### src/design/bpc_pkg.sv
// bpc_pkg: shared types and constants of the barometric pressure compensation block
// used by bpc_ctrl, bpc_datapath and baro_pressure_compensation
// no dependencies
`default_nettype none

package bpc_pkg;

  // field widths
  localparam int RAW_W   = 24;
  localparam int CAL_W   = 16;
  localparam int TEMP_W  = 15;
  localparam int PRESS_W = 17;

  // configuration port
  localparam int APB_AW = 5;
  localparam int APB_DW = 32;

  // register indexes
  localparam logic [2:0] REG_MODE     = 3'd0;
  localparam logic [2:0] REG_SENS     = 3'd1;
  localparam logic [2:0] REG_OFFSET   = 3'd2;
  localparam logic [2:0] REG_TCS      = 3'd3;
  localparam logic [2:0] REG_TCO      = 3'd4;
  localparam logic [2:0] REG_TREF     = 3'd5;
  localparam logic [2:0] REG_TEMPSENS = 3'd6;

  // sequencer steps, also the controller state codes
  localparam logic [3:0] ST_IDLE  = 4'd0;   // wait for a word
  localparam logic [3:0] ST_DTEMP = 4'd1;   // temperature difference
  localparam logic [3:0] ST_MULT  = 4'd2;   // dtemp * tempsens
  localparam logic [3:0] ST_TC    = 4'd3;   // first order temperature
  localparam logic [3:0] ST_OFF   = 4'd4;   // first order offset
  localparam logic [3:0] ST_SENS  = 4'd5;   // first order sensitivity
  localparam logic [3:0] ST_LO    = 4'd6;   // keep low temperature square
  localparam logic [3:0] ST_CT    = 4'd7;   // keep temperature correction
  localparam logic [3:0] ST_CORR  = 4'd8;   // second order corrections
  localparam logic [3:0] ST_APPLY = 4'd9;   // apply corrections
  localparam logic [3:0] ST_PLO   = 4'd10;  // pressure product, low half
  localparam logic [3:0] ST_PHI   = 4'd11;  // pressure product, high half
  localparam logic [3:0] ST_PACC  = 4'd12;  // combine halves
  localparam logic [3:0] ST_PQ    = 4'd13;  // scale and remove offset
  localparam logic [3:0] ST_CHECK = 4'd14;  // final scale and bounds check
  localparam logic [3:0] ST_DONE  = 4'd15;  // hand result to the output register

  typedef struct packed {
    logic             mode;
    logic [CAL_W-1:0] sens;
    logic [CAL_W-1:0] offset;
    logic [CAL_W-1:0] tcs;
    logic [CAL_W-1:0] tco;
    logic [CAL_W-1:0] tref;
    logic [CAL_W-1:0] tempsens;
  } cal_t;

  typedef struct packed {
    logic       load;
    logic [3:0] step;
    logic       publish;
  } cmd_t;

endpackage

`default_nettype wire

### src/design/baro_pressure_compensation.sv
// Barometric pressure compensation, top level: configuration registers and stream ports.
// One word at a time: a new input word is taken only after the last one has run through the
// whole step sequence on the one shared multiplier and been handed to the output register.
// A waiting output word does not block the next input word; a stalled output holds the sequencer.
// Reset (synchronous, active high) clears registers, last valid result and handshake state.
// depends on bpc_pkg, bpc_ctrl, bpc_datapath
`default_nettype none

module baro_pressure_compensation (
  input  wire logic                         clk,
  input  wire logic                         rst,
  // configuration port
  input  wire logic                         psel,
  input  wire logic                         penable,
  input  wire logic                         pwrite,
  input  wire logic [bpc_pkg::APB_AW-1:0]   paddr,
  input  wire logic [bpc_pkg::APB_DW-1:0]   pwdata,
  output logic [bpc_pkg::APB_DW-1:0]        prdata,
  output logic                              pready,
  // input stream
  input  wire logic                         s_tvalid,
  output logic                              s_tready,
  input  wire logic [47:0]                  s_tdata,  // raw_pressure, raw_temperature
  // output stream
  output logic                              m_tvalid,
  input  wire logic                         m_tready,
  output logic [31:0]                       m_tdata,  // temp_centideg, pressure_pa
  output logic                              m_tuser   // valid_res
);

  bpc_pkg::cal_t cal;
  bpc_pkg::cmd_t cmd;
  logic          wr_en;
  logic [2:0]    reg_idx;

  logic signed [bpc_pkg::TEMP_W-1:0] temp_centideg;
  logic [bpc_pkg::PRESS_W-1:0]       pressure_pa;
  logic                              valid_res;

  assign pready  = 1'b1;
  assign wr_en   = psel && penable && pwrite && pready;
  assign reg_idx = paddr[4:2];

  // register writes
  always_ff @(posedge clk) begin
    if (rst) begin
      cal <= '0;
    end else if (wr_en) begin
      unique case (reg_idx)
        bpc_pkg::REG_MODE:     cal.mode     <= pwdata[0];
        bpc_pkg::REG_SENS:     cal.sens     <= pwdata[15:0];
        bpc_pkg::REG_OFFSET:   cal.offset   <= pwdata[15:0];
        bpc_pkg::REG_TCS:      cal.tcs      <= pwdata[15:0];
        bpc_pkg::REG_TCO:      cal.tco      <= pwdata[15:0];
        bpc_pkg::REG_TREF:     cal.tref     <= pwdata[15:0];
        bpc_pkg::REG_TEMPSENS: cal.tempsens <= pwdata[15:0];
        default: begin
        end
      endcase
    end
  end

  // register reads
  always_comb begin
    unique case (reg_idx)
      bpc_pkg::REG_MODE:     prdata = {31'b0, cal.mode};
      bpc_pkg::REG_SENS:     prdata = {16'b0, cal.sens};
      bpc_pkg::REG_OFFSET:   prdata = {16'b0, cal.offset};
      bpc_pkg::REG_TCS:      prdata = {16'b0, cal.tcs};
      bpc_pkg::REG_TCO:      prdata = {16'b0, cal.tco};
      bpc_pkg::REG_TREF:     prdata = {16'b0, cal.tref};
      bpc_pkg::REG_TEMPSENS: prdata = {16'b0, cal.tempsens};
      default:               prdata = '0;
    endcase
  end

  bpc_ctrl u_ctrl (
    .clk       (clk),
    .rst       (rst),
    .in_valid  (s_tvalid),
    .in_ready  (s_tready),
    .out_valid (m_tvalid),
    .out_ready (m_tready),
    .cmd       (cmd)
  );

  bpc_datapath u_datapath (
    .clk             (clk),
    .rst             (rst),
    .cmd             (cmd),
    .cal             (cal),
    .raw_pressure    (s_tdata[23:0]),
    .raw_temperature (s_tdata[47:24]),
    .temp_centideg   (temp_centideg),
    .pressure_pa     (pressure_pa),
    .valid_res       (valid_res)
  );

  // output word packing
  assign m_tdata = {pressure_pa, temp_centideg};
  assign m_tuser = valid_res;

endmodule

`default_nettype wire

### src/design/bpc_ctrl.sv
// bpc_ctrl: sequencer of the compensation datapath and stream handshakes
// depends on bpc_pkg
`default_nettype none

module bpc_ctrl (
  input  wire logic         clk,
  input  wire logic         rst,
  input  wire logic         in_valid,
  output logic              in_ready,
  output logic              out_valid,
  input  wire logic         out_ready,
  output bpc_pkg::cmd_t     cmd
);

  logic [3:0] state;
  logic [3:0] state_next;
  logic       out_valid_next;

  // commands follow the state directly
  always_comb begin
    in_ready    = !rst && (state == bpc_pkg::ST_IDLE);
    cmd.load    = in_valid && in_ready;
    cmd.step    = state;
    cmd.publish = (state == bpc_pkg::ST_DONE) && (!out_valid || out_ready);
  end

  // step sequence
  always_comb begin
    unique case (state)
      bpc_pkg::ST_IDLE: state_next = cmd.load ? bpc_pkg::ST_DTEMP : bpc_pkg::ST_IDLE;
      bpc_pkg::ST_DONE: state_next = cmd.publish ? bpc_pkg::ST_IDLE : bpc_pkg::ST_DONE;
      default:          state_next = state + 4'd1;
    endcase
  end

  // output word valid flag
  always_comb begin
    if (cmd.publish) begin
      out_valid_next = 1'b1;
    end else if (out_ready) begin
      out_valid_next = 1'b0;
    end else begin
      out_valid_next = out_valid;
    end
  end

  always_ff @(posedge clk) begin
    if (rst) begin
      state     <= bpc_pkg::ST_IDLE;
      out_valid <= 1'b0;
    end else begin
      state     <= state_next;
      out_valid <= out_valid_next;
    end
  end

endmodule

`default_nettype wire

### src/design/bpc_datapath.sv
// bpc_datapath: shared multiplier, working registers and result registers
// depends on bpc_pkg; steered by bpc_ctrl
`default_nettype none

module bpc_datapath (
  input  wire logic                          clk,
  input  wire logic                          rst,
  input  wire bpc_pkg::cmd_t                 cmd,
  input  wire bpc_pkg::cal_t                 cal,
  input  wire logic [bpc_pkg::RAW_W-1:0]     raw_pressure,
  input  wire logic [bpc_pkg::RAW_W-1:0]     raw_temperature,
  output logic signed [bpc_pkg::TEMP_W-1:0]  temp_centideg,
  output logic [bpc_pkg::PRESS_W-1:0]        pressure_pa,
  output logic                               valid_res
);

  // signed division by 2**k truncating toward zero
  function automatic logic signed [63:0] sdiv_pow2(input logic signed [63:0] x,
                                                   input logic [4:0] k);
    logic signed [63:0] bias;
    bias = x[63] ? ((64'sd1 <<< k) - 64'sd1) : 64'sd0;
    return (x + bias) >>> k;
  endfunction

  logic [bpc_pkg::RAW_W-1:0] rawp;
  logic [bpc_pkg::RAW_W-1:0] rawt;
  logic signed [24:0]        dtemp;
  logic signed [19:0]        tc;
  logic signed [41:0]        off;
  logic signed [41:0]        sens;
  logic [34:0]               lo;
  logic [16:0]               corr_t;
  logic [41:0]               corr_o;
  logic [41:0]               corr_s;
  logic signed [63:0]        acc;
  logic signed [43:0]        q;
  logic signed [bpc_pkg::TEMP_W-1:0]  last_temp;
  logic [bpc_pkg::PRESS_W-1:0]        last_press;
  logic                               res_valid;

  logic signed [25:0] mul_a;
  logic signed [25:0] mul_b;
  logic signed [51:0] prod;

  logic signed [63:0] p64;
  logic signed [20:0] tc_m2000;
  logic signed [20:0] tc_p1500;
  logic               below_2000;
  logic               below_1500;
  logic signed [41:0] base_off;
  logic signed [41:0] base_sens;
  logic [4:0]         k_off;
  logic [4:0]         k_sens;
  logic signed [63:0] off_step;
  logic signed [63:0] sens_step;
  logic [41:0]        lo42;
  logic [41:0]        vlo42;
  logic [41:0]        co_next;
  logic [41:0]        cs_next;
  logic signed [63:0] t64;
  logic signed [63:0] q64;
  logic signed [63:0] pa64;
  logic [31:0]        pa32;
  logic               in_bounds;

  // helpers
  always_comb begin
    p64        = {{12{prod[51]}}, prod};
    tc_m2000   = {tc[19], tc} - 21'sd2000;
    tc_p1500   = {tc[19], tc} + 21'sd1500;
    below_2000 = (tc < 20'sd2000);
    below_1500 = (tc < -20'sd1500);
    base_off   = cal.mode ? $signed({9'b0, cal.offset, 17'b0})
                          : $signed({10'b0, cal.offset, 16'b0});
    base_sens  = cal.mode ? $signed({10'b0, cal.sens, 16'b0})
                          : $signed({11'b0, cal.sens, 15'b0});
    k_off      = cal.mode ? 5'd6 : 5'd7;
    k_sens     = cal.mode ? 5'd7 : 5'd8;
    off_step   = sdiv_pow2(p64, k_off);
    sens_step  = sdiv_pow2(p64, k_sens);
    lo42       = {7'b0, lo};
    vlo42      = {7'b0, prod[34:0]};
    t64        = 64'sd2000 + sdiv_pow2(p64, 5'd23);
    q64        = sdiv_pow2(acc, 5'd21) - {{22{off[41]}}, off};
    pa64       = sdiv_pow2({{20{q[43]}}, q}, 5'd15);
    pa32       = pa64[31:0];
    in_bounds  = (tc > -20'sd4000) && (tc < 20'sd8500) &&
                 (pa32 > 32'd1000) && (pa32 < 32'd120000);
  end

  // second order correction terms
  always_comb begin
    if (cal.mode) begin
      co_next = ((lo42 * 42'd61) >> 4) + (below_1500 ? vlo42 * 42'd15 : 42'd0);
      cs_next = (lo42 << 1) + (below_1500 ? (vlo42 << 3) : 42'd0);
    end else begin
      co_next = ((lo42 * 42'd5) >> 1) + (below_1500 ? vlo42 * 42'd7 : 42'd0);
      cs_next = ((lo42 * 42'd5) >> 2) + (below_1500 ? ((vlo42 * 42'd11) >> 1) : 42'd0);
    end
  end

  // shared multiplier operands
  always_comb begin
    unique case (cmd.step)
      bpc_pkg::ST_MULT: begin
        mul_a = {dtemp[24], dtemp};
        mul_b = $signed({10'b0, cal.tempsens});
      end
      bpc_pkg::ST_TC: begin
        mul_a = {dtemp[24], dtemp};
        mul_b = $signed({10'b0, cal.tco});
      end
      bpc_pkg::ST_OFF: begin
        mul_a = {dtemp[24], dtemp};
        mul_b = $signed({10'b0, cal.tcs});
      end
      bpc_pkg::ST_SENS: begin
        mul_a = {{5{tc_m2000[20]}}, tc_m2000};
        mul_b = {{5{tc_m2000[20]}}, tc_m2000};
      end
      bpc_pkg::ST_LO: begin
        mul_a = {dtemp[24], dtemp};
        mul_b = {dtemp[24], dtemp};
      end
      bpc_pkg::ST_CT: begin
        mul_a = {{5{tc_p1500[20]}}, tc_p1500};
        mul_b = {{5{tc_p1500[20]}}, tc_p1500};
      end
      bpc_pkg::ST_PLO: begin
        mul_a = $signed({2'b0, rawp});
        mul_b = $signed({5'b0, sens[20:0]});
      end
      bpc_pkg::ST_PHI: begin
        mul_a = $signed({2'b0, rawp});
        mul_b = {{5{sens[41]}}, sens[41:21]};
      end
      default: begin
        mul_a = 26'sd0;
        mul_b = 26'sd0;
      end
    endcase
  end

  // product register
  always_ff @(posedge clk) begin
    prod <= mul_a * mul_b;
  end

  // working registers, one step per cycle unless the sequencer waits in idle or done
  always_ff @(posedge clk) begin
    unique case (cmd.step)
      bpc_pkg::ST_IDLE: begin
        if (cmd.load) begin
          rawp <= raw_pressure;
          rawt <= raw_temperature;
        end
      end
      bpc_pkg::ST_DTEMP: dtemp <= $signed({1'b0, rawt}) - $signed({1'b0, cal.tref, 8'h00});
      bpc_pkg::ST_TC:    tc    <= t64[19:0];
      bpc_pkg::ST_OFF: begin
        off <= base_off + off_step[41:0];
      end
      bpc_pkg::ST_SENS: begin
        sens <= base_sens + sens_step[41:0];
      end
      bpc_pkg::ST_LO:    lo     <= prod[34:0];
      bpc_pkg::ST_CT:    corr_t <= prod[47:31];
      bpc_pkg::ST_CORR: begin
        corr_o <= co_next;
        corr_s <= cs_next;
      end
      bpc_pkg::ST_APPLY: begin
        if (below_2000) begin
          tc   <= tc - $signed({3'b0, corr_t});
          off  <= off - $signed(corr_o);
          sens <= sens - $signed(corr_s);
        end
      end
      bpc_pkg::ST_PHI:  acc <= p64;
      bpc_pkg::ST_PACC: acc <= acc + (p64 <<< 21);
      bpc_pkg::ST_PQ:   q   <= q64[43:0];
      default: begin
      end
    endcase
  end

  // last valid result, kept across words
  always_ff @(posedge clk) begin
    if (rst) begin
      last_temp  <= '0;
      last_press <= '0;
    end else if (cmd.step == bpc_pkg::ST_CHECK && in_bounds) begin
      last_temp  <= tc[bpc_pkg::TEMP_W-1:0];
      last_press <= pa32[bpc_pkg::PRESS_W-1:0];
    end
  end

  always_ff @(posedge clk) begin
    if (cmd.step == bpc_pkg::ST_CHECK) begin
      res_valid <= in_bounds;
    end
  end

  // output word register
  always_ff @(posedge clk) begin
    if (cmd.publish) begin
      temp_centideg <= last_temp;
      pressure_pa   <= last_press;
      valid_res     <= res_valid;
    end
  end

endmodule

`default_nettype wire

### config.mk
export PLATFORM = sky130hd
export DESIGN_NAME = baro_pressure_compensation
export DESIGN_NICKNAME = d
export VERILOG_FILES = /design/src/design/bpc_pkg.sv /design/src/design/baro_pressure_compensation.sv /design/src/design/bpc_ctrl.sv /design/src/design/bpc_datapath.sv
export SDC_FILE = /design/constraint.sdc
export NUM_CORES = 2
export LEC_CHECK = 0
export BUFFER_PORTS_ARGS = -buffer_cell sky130_fd_sc_hd__buf_4
export CAP_MARGIN = 0
export CORE_ASPECT_RATIO = 1.4
export CORE_MARGIN = 10
export CORE_UTILIZATION = 30
export CTS_CLUSTER_SIZE = 20
export DETAILED_ROUTE_END_ITERATION = 10
export GPL_TIMING_DRIVEN = 0
export PLACE_DENSITY = 0.48
export SLEW_MARGIN = 0
export SYNTH_ARGS = -nofsm -noshare
export SYNTH_HDL_FRONTEND = slang
export SYNTH_SLANG_ARGS = --single-unit
### constraint.sdc
create_clock -name clk -period 13.9 [get_ports clk]
set_input_delay 0.695 -clock clk [delete_from_list [all_inputs] [get_ports clk]]
set_output_delay 0.695 -clock clk [all_outputs]
set_load 0.03 [all_outputs]
### After elaboration in Yosys (flattened, before gate mapping)

Index checks and enable logic that the tools add are counted.

| word-level totals | value |
|---|---|
| bits in registers | 641 |
| output and inout bits | 68 |
| word-level logic and storage cells | 151 |

| cells by class | value |
|---|---|
| $add $sub $neg | 23 |
| $mul | 6 |
| order comparisons | 6 |
| eq/ne operators | 22 |
| shift-type cells | 4 |
| mux-type cells | 30 |
| reductions and logical operators | 32 |

Operator list:

| kind | number |
|---|---|
| two-way mux 42 bit | 6 |
| case mux 26 bit (8 select lines) | 1 |
| case mux 42 bit (2 select lines) | 2 |
| adder 52 x 64 -> 64 bit | 2 |
| two-way mux 64 bit | 2 |
| case mux 64 bit (2 select lines) | 1 |
| <<< shifter 2 x 5 -> 64 bit (first input constant) | 2 |
| >>> shifter 64 x 5 -> 42 bit | 2 |
| subtractor 64 x 2 -> 64 bit (second input constant) | 2 |
| case mux 16 bit (7 select lines) | 1 |
| case mux 26 bit (4 select lines) | 1 |
| adder 42 bit | 2 |
| subtractor 42 bit | 2 |
| multiplier 35 x 4 -> 39 bit (second input constant) | 2 |
| multiplier 35 x 3 -> 38 bit (second input constant) | 2 |
| adder 64 x 22 -> 64 bit | 1 |
| adder 64 bit | 1 |
| multiplier 26 x 26 -> 52 bit | 1 |
| adder 44 x 16 -> 45 bit | 1 |
| subtractor 43 x 42 -> 44 bit | 1 |
| adder 43 bit | 1 |
| adder 36 x 42 -> 42 bit | 1 |
| adder 38 x 42 -> 42 bit | 1 |
| adder 40 x 42 -> 42 bit | 1 |
| 42 further kinds | 84 |

### Longest topological paths before layout

| depth | value |
|---|---|
| depth after elaboration | 8 |
| gate-level depth with buffers | 40 |
| mapped depth without buffers | 38 |

### By module

From an unflattened synthesis, not the netlist that was laid out.

| second synthesis, totals | value |
|---|---|
| cell total of the unflattened synthesis | 9943 |
| area total of the unflattened synthesis | 88449.8 um^2 |

Modules (own cells, without submodules):

| module | times used | cells an instance | area an instance (um^2) | seq. area each (um^2) |
|---|---|---|---|---|
| bpc_datapath | 1 | 9427 | 83402.5 | 15194.6 |
| baro_pressure_compensation | 1 | 481 | 4754.6 | 1941.9 |
| bpc_ctrl | 1 | 35 | 292.8 | 100.1 |

### Worst setup path after synthesis

OpenSTA, ideal clock, no wires.

| timing | value |
|---|---|
| path kind | register -> register |
| start | register u_ctrl.state[1] |
| end | register u_datapath.prod[50] |
| data arrival time | 9.660 ns |
| setup slack | 4.168 ns |
| cell stages (with the launch flop) | 33 |
| clock period less this slack | 9.732 ns |
| path through | dfxtp_1 -> ha_1 -> clkbuf_1 -> and3_1 -> clkbuf_1 -> clkbuf_1 -> buf_1 -> a22oi_1 -> a31oi_1 -> clkbuf_1 -> nand2_1 -> fa_1 -> inv_1 -> fa_1 -> fa_1 -> inv_1 -> fa_1 -> inv_1 -> fa_1 -> inv_1 -> fa_1 -> inv_1 -> ha_1 -> a21o_1 -> a21oi_1 -> nand3_1 -> a41o_1 -> a31oi_1 -> a21oi_1 -> a211o_1 -> a31o_2 -> a21oi_1 -> xnor2_1 |

| on the way | value |
|---|---|
| longest elaborated chain between the ends | 4 |
| elaborated cells between the ends (all ways) | 13 |
| those cells by class | mul (1); eq/ne (8); mux (2); reduce/logical (2) |

RTL lines:

| element | RTL line | source |
|---|---|---|
| from (decl) | bpc_ctrl.sv:15 | `logic [3:0] state;` |
| from (signal assigned) | bpc_ctrl.sv:49 | `state <= bpc_pkg::ST_IDLE;` |
| from (signal assigned) | bpc_ctrl.sv:52 | `state <= state_next;` |
| == test 4 x 2 -> 1 bit, or another cell as far along | bpc_datapath.sv:104 | `unique case (cmd.step)` |
| OR reduction 4 bit (no source line) / OR reduction 2 bit (equally long branches) | -- |  |
| case mux 26 bit (4 select lines) | bpc_datapath.sv:104 |  |
| multiplier 26 x 26 -> 52 bit * | bpc_datapath.sv:146 | `prod <= mul_a * mul_b;` |
| to (signal assigned) | bpc_datapath.sv:146 |  |
| to (decl) | bpc_datapath.sv:43 | `logic signed [51:0] prod;` |

Every way passes the cells marked *; elsewhere a longest branch is shown, timed or not.
A chain may end at the register's enable or synchronous reset.

### Worst setup path in the final report

| timing | value |
|---|---|
| start | register u_datapath.tc[2] |
| end | register u_datapath.prod[49] |

| on the way | value |
|---|---|
| longest elaborated chain between the ends | 3 |
| elaborated cells between the ends (all ways) | 5 |
| those cells by class | add/sub (2); mul (1); mux (2) |

RTL lines:

| element | RTL line | source |
|---|---|---|
| from (decl) | bpc_datapath.sv:28 | `logic signed [19:0] tc;` |
| from (signal assigned) | bpc_datapath.sv:159 | `bpc_pkg::ST_TC: tc <= t64[19:0];` |
| from (signal assigned) | bpc_datapath.sv:174 | `tc <= tc - $signed({3'b0, corr_t});` |
| adder 20 x 12 -> 21 bit / subtractor 20 x 12 -> 21 bit (equally long branches) | bpc_datapath.sv:70, bpc_datapath.sv:69 |  |
| case mux 26 bit (8 select lines) / case mux 26 bit (4 select lines) (equally long branches) | bpc_datapath.sv:104 |  |
| multiplier 26 x 26 -> 52 bit * | bpc_datapath.sv:146 |  |

Marked as above.

==> reports/summary.txt <==
ROUTING
-------------------------------------------------------------------------------------------------
Average via count per standard cell                                                          5.40
Post-route antenna net violation count                                                          0
Count of unresolved DRC violations after routing                                                0
DRT Wirelength                                                                         388,000 um
First-pass iteration count of the detailed router                                               7
Routed wirelength normalized by instance count                                            27.6 um
Number of violations reported at the end of detailed-routing iteration 0                    5,984
Via Count                                                                                  75,900

STA
-------------------------------------------------------------------------------------------------
Max frequency                                                                            73.7 MHz
Worst rel slew slack                                                                      -0.0347
Final count of pins violating max slew                                                         18
Worst hold slack                                                                         0.131 ns
Portion of the clock cycle consumed by the worst path in the final layout                   0.976
Count of endpoints failing hold in the final timing report                                      0
Worst path setup slack after routing                                                     0.334 ns
Final Setup Violations                                                                          0
Slew at the pin closest to its max-slew limit                                             1.55 ns
Final clock skew                                                                        0.0536 ns
Post-layout minimum cycle time                                                           13.57 ns
RSZ-0062 raised after global routing                                                           no

CLOCK TREE
-------------------------------------------------------------------------------------------------
H-tree level count                                                                              3
Source-to-sink clock delay at the later pin of the worst-skew pair                        0.74 ns
Number of CTS-inserted buffers                                                                 77
Buffer levels on the longest clock path                                                         3
Library cell used as clock root buffer                                                  clkbuf_16
Clock sink count                                                                              636
Register clock-pin slew on the reported worst setup and hold paths                        0.06 ns
TritonCTS clock tree                                                                          yes
Post-cts hold buffer count                                                                      0

SETUP PATH
-------------------------------------------------------------------------------------------------
Worst R2R Start                                                                      u_datapath.tc[2]
Launch point of the critical path                                                    u_datapath.tc[2]
Biggest cell delay along the critical path                                                0.96 ns
Data required, critical path                                                             14.51 ns
Crit path kind                                                                       register to register
Most frequent CP cell                                                                        fa_1
Startpoint class of the critical path                                                    register
Max FO, Critical Path                                                                          10
Critical path's slowest cell                                                         clkdlybuf4s15_1
Kind of capture point of the worst setup path                                            register
WP data arrival                                                                          14.18 ns

PWR
-------------------------------------------------------------------------------------------------
Cell Pwr Density                                                                      48.6 nW/um2
Cell internal power dissipation                                                           3.37 mW
Gate power share                                                                            0.087
Maximum ir drop on the vdd rail                                                         0.0871 mV
Switching Power                                                                           1.31 mW
Switching portion of total power                                                            0.279
Leak pwr                                                                                  44.2 nW
Share of total power in sequential cells                                                    0.446
Clk network pwr share                                                                       0.467

CELLS AND AREA
-------------------------------------------------------------------------------------------------
Post-route design area                                                                 96,300 um2
Commonest cells after routing, fill and taps aside                                   inv_1 (1,248), nand2_1 (1,133), fa_1 (906)
Layout-stage area growth over the synthesis result                                          10.3%
Most frequent standard cell in the layout excluding fill and tap cells                      inv_1
Final layout net count                                                                     12,100
Fraction of final layout cells sized beyond drive strength 1                               0.0487
Final Non-Filler Cells                                                                     14,100
Final cell utilization of the core                                                          0.332
Fillers                                                                                    30,200

LOGIC SYNTHESIS
-------------------------------------------------------------------------------------------------
Dominant register cell in the synthesized netlist                                        edfxtp_1
Sequential fraction of the synthesis area                                                   0.197
EDFF count, synth                                                                             450
Warnings, synthesis                                                                             0
Number of standard cells after synthesis                                                    9,947
Post-synthesis instance area                                                           87,300 um2
Post-synthesis async set-or-reset flop share                                                    0
Flip-flop and latch count after synthesis                                                     636
Mean Syn Cell Area                                                                       8.78 um2
Number of distinct library cell variants in the gate-level netlist after synthesis            104

PLACE
-------------------------------------------------------------------------------------------------
Routability Congestion                                                                       1.04
HPWL Detailed                                                                          325,000 um
Dpl cells                                                                                  13,900
Post-Place Setup Slack                                                                  -0.277 ns
DP Area                                                                                93,600 um2
Quantity of I/O buffers inserted on ports                                                     122

OUTCOME
-------------------------------------------------------------------------------------------------
Violations in the final reports                                                      capacitance limit, slew limit
Outcome                                                                              finished, violations left

JOB
-------------------------------------------------------------------------------------------------
Max_cap viols                                                                                   2

GLOBAL ROUTING
-------------------------------------------------------------------------------------------------
Largest net degree at the start of global routing                                              47
Vias in the first global route                                                             79,000
Grt ovf                                                                                         0
Wire length of the first global-routing pass                                           551,000 um
Gr usage total                                                                              0.241
Initial antenna violation count                                                                24

DIE
-------------------------------------------------------------------------------------------------
Die height                                                                                 658 um
Floorplan die area                                                                    313,000 um2
DIE WIDTH                                                                                  476 um
Area of the core                                                                      290,000 um2
Initial core utilization                                                                    0.301
Count of boundary I/O pins                                                                    160
Cell row count                                                                                234

MIN PATH
-------------------------------------------------------------------------------------------------
Launch point of the worst hold path                                                   s_tdata[18]
Worst Hold Class                                                                     input port to register

[layer usage]
metal | wire length (um) | global-route usage | share of wire | up-vias
li1 | - | - | - | 34300
met1 | 131000 | 0.244 | 0.34 | 37700
met2 | 195000 | 0.431 | 0.50 | 2754
met3 | 18900 | 0.0296 | 0.049 | 1144
met4 | 43100 | 0.215 | 0.11 | 12
met5 | 94 | 0 | 0.00024 | -
[critical path, delay by kind of cell (launching register included)]
family | cells | cell delay (ns)
adder cells (fa/ha/maj) | 9 | 4.15
AO/OA/AOI/OAI | 12 | 3.90
AND/OR/NAND/NOR | 8 | 2.89
buffers and inverters | 7 | 1.79
flip-flops | 1 | 0.55
XOR/XNOR | 1 | 0.13
[timing repair]
action | in CTS | in global routing
setup endpoints to repair | 5 | 6
resized for setup | 1 | 5
buffers inserted | 0 | 2
pin swaps | 0 | 1
[logic make-up (layout without fill, tap and decap cells)]
logic type               Yosys count  after routing  synth area share
AND/OR/NAND/NOR                 2907           2907             0.150
XOR/XNOR                         685            685            0.0687
buffers and inverters           1569           1867            0.0684
adder cells (fa/ha/maj)         1778           1778             0.333
flip-flops                       636            636             0.197
multiplexers                     168            168            0.0201
other                              2             35         0.0000860
AO/OA/AOI/OAI                   2202           2202             0.162
[state kept, by name, summed over array words and instances (netlist names), 20 cells and up]
name               flops
u_datapath.q          44
u_datapath.corr_o     40
u_datapath.prod       52
cal                   97
u_datapath.off        42
u_datapath.lo         35
u_datapath.rawt       24
u_datapath.rawp       24
u_datapath.sens       42
u_datapath.tc         20
u_datapath.dtemp      25
u_datapath.corr_s     39
u_datapath.acc        64
[cell usage after synthesis (85+ instances only)]
| cell | n | area (um2) |
|---|---|---|
| o21bai_1 | 85 | 638 |
| inv_1 | 1248 | 4680 |
| nor2b_1 | 101 | 632 |
| nor3_1 | 118 | 591 |
| nand3_1 | 181 | 906 |
| nor2_1 | 823 | 3090 |
| o21ai_0 | 391 | 1960 |
| and3_1 | 110 | 688 |
| nand2b_1 | 104 | 651 |
| dfxtp_1 | 186 | 3720 |
| o21a_1 | 91 | 683 |
| nand2_1 | 1134 | 4260 |
| edfxtp_1 | 450 | 13500 |
| xor2_1 | 237 | 2080 |
| clkbuf_1 | 266 | 998 |
| fa_1 | 907 | 18200 |
| a21o_1 | 326 | 2450 |
| xnor2_1 | 448 | 3920 |
| and2_1 | 99 | 619 |
| a21oi_1 | 729 | 3650 |
| mux2i_1 | 119 | 1190 |
| ha_1 | 871 | 10900 |
[power groups by stage]
stage               logic, mW  clock network (mW)  registers (mW)
detailed placement      0.403                   0            2.13
finish                  0.409                2.19            2.09
floorplan               0.232                   0            2.09
CTS                     0.405                2.23            2.09
global route            0.436                2.29            2.08
global placement        0.392                   0            2.13
[through the flow]
step | power (mW) | TNS (ns)
floorplan | 2.32 | 0
global placement | 2.52 | -1.95
detailed placement | 2.53 | -0.591
CTS | 4.72 | 0
global route | 4.81 | 0
finish | 4.68 | 0
[area by class of cell]
| type | count | area, um2 | share of cell area |
|---|---|---|---|
| multi-input cells | 7757 | 64200 | 0.667 |
| flip-flops and latches | 636 | 17300 | 0.179 |
| well taps | 3776 | 4720 | 0.0491 |
| inverters | 1250 | 4690 | 0.0487 |
| clock buffers | 92 | 2060 | 0.0214 |
| repair buffers | 156 | 1440 | 0.0149 |
| plain buffers | 319 | 1310 | 0.0136 |
| clock inverters | 50 | 546 | 0.00566 |
| diodes | 18 | 45.0 | 0.000468 |
[path summary, 6_finish.rpt]
path | endpoint | cells after the start | slack, ns
max | u_datapath.prod[49] | 37 | 0.33
min | u_datapath.rawp[18] | 1 | 0.13
min reg2reg | u_datapath.pressure_pa[7] | 0 | 0.42
max reg2reg | u_datapath.prod[49] | 37 | 0.33
No activity file was read; power rests on OpenSTA's default activity.
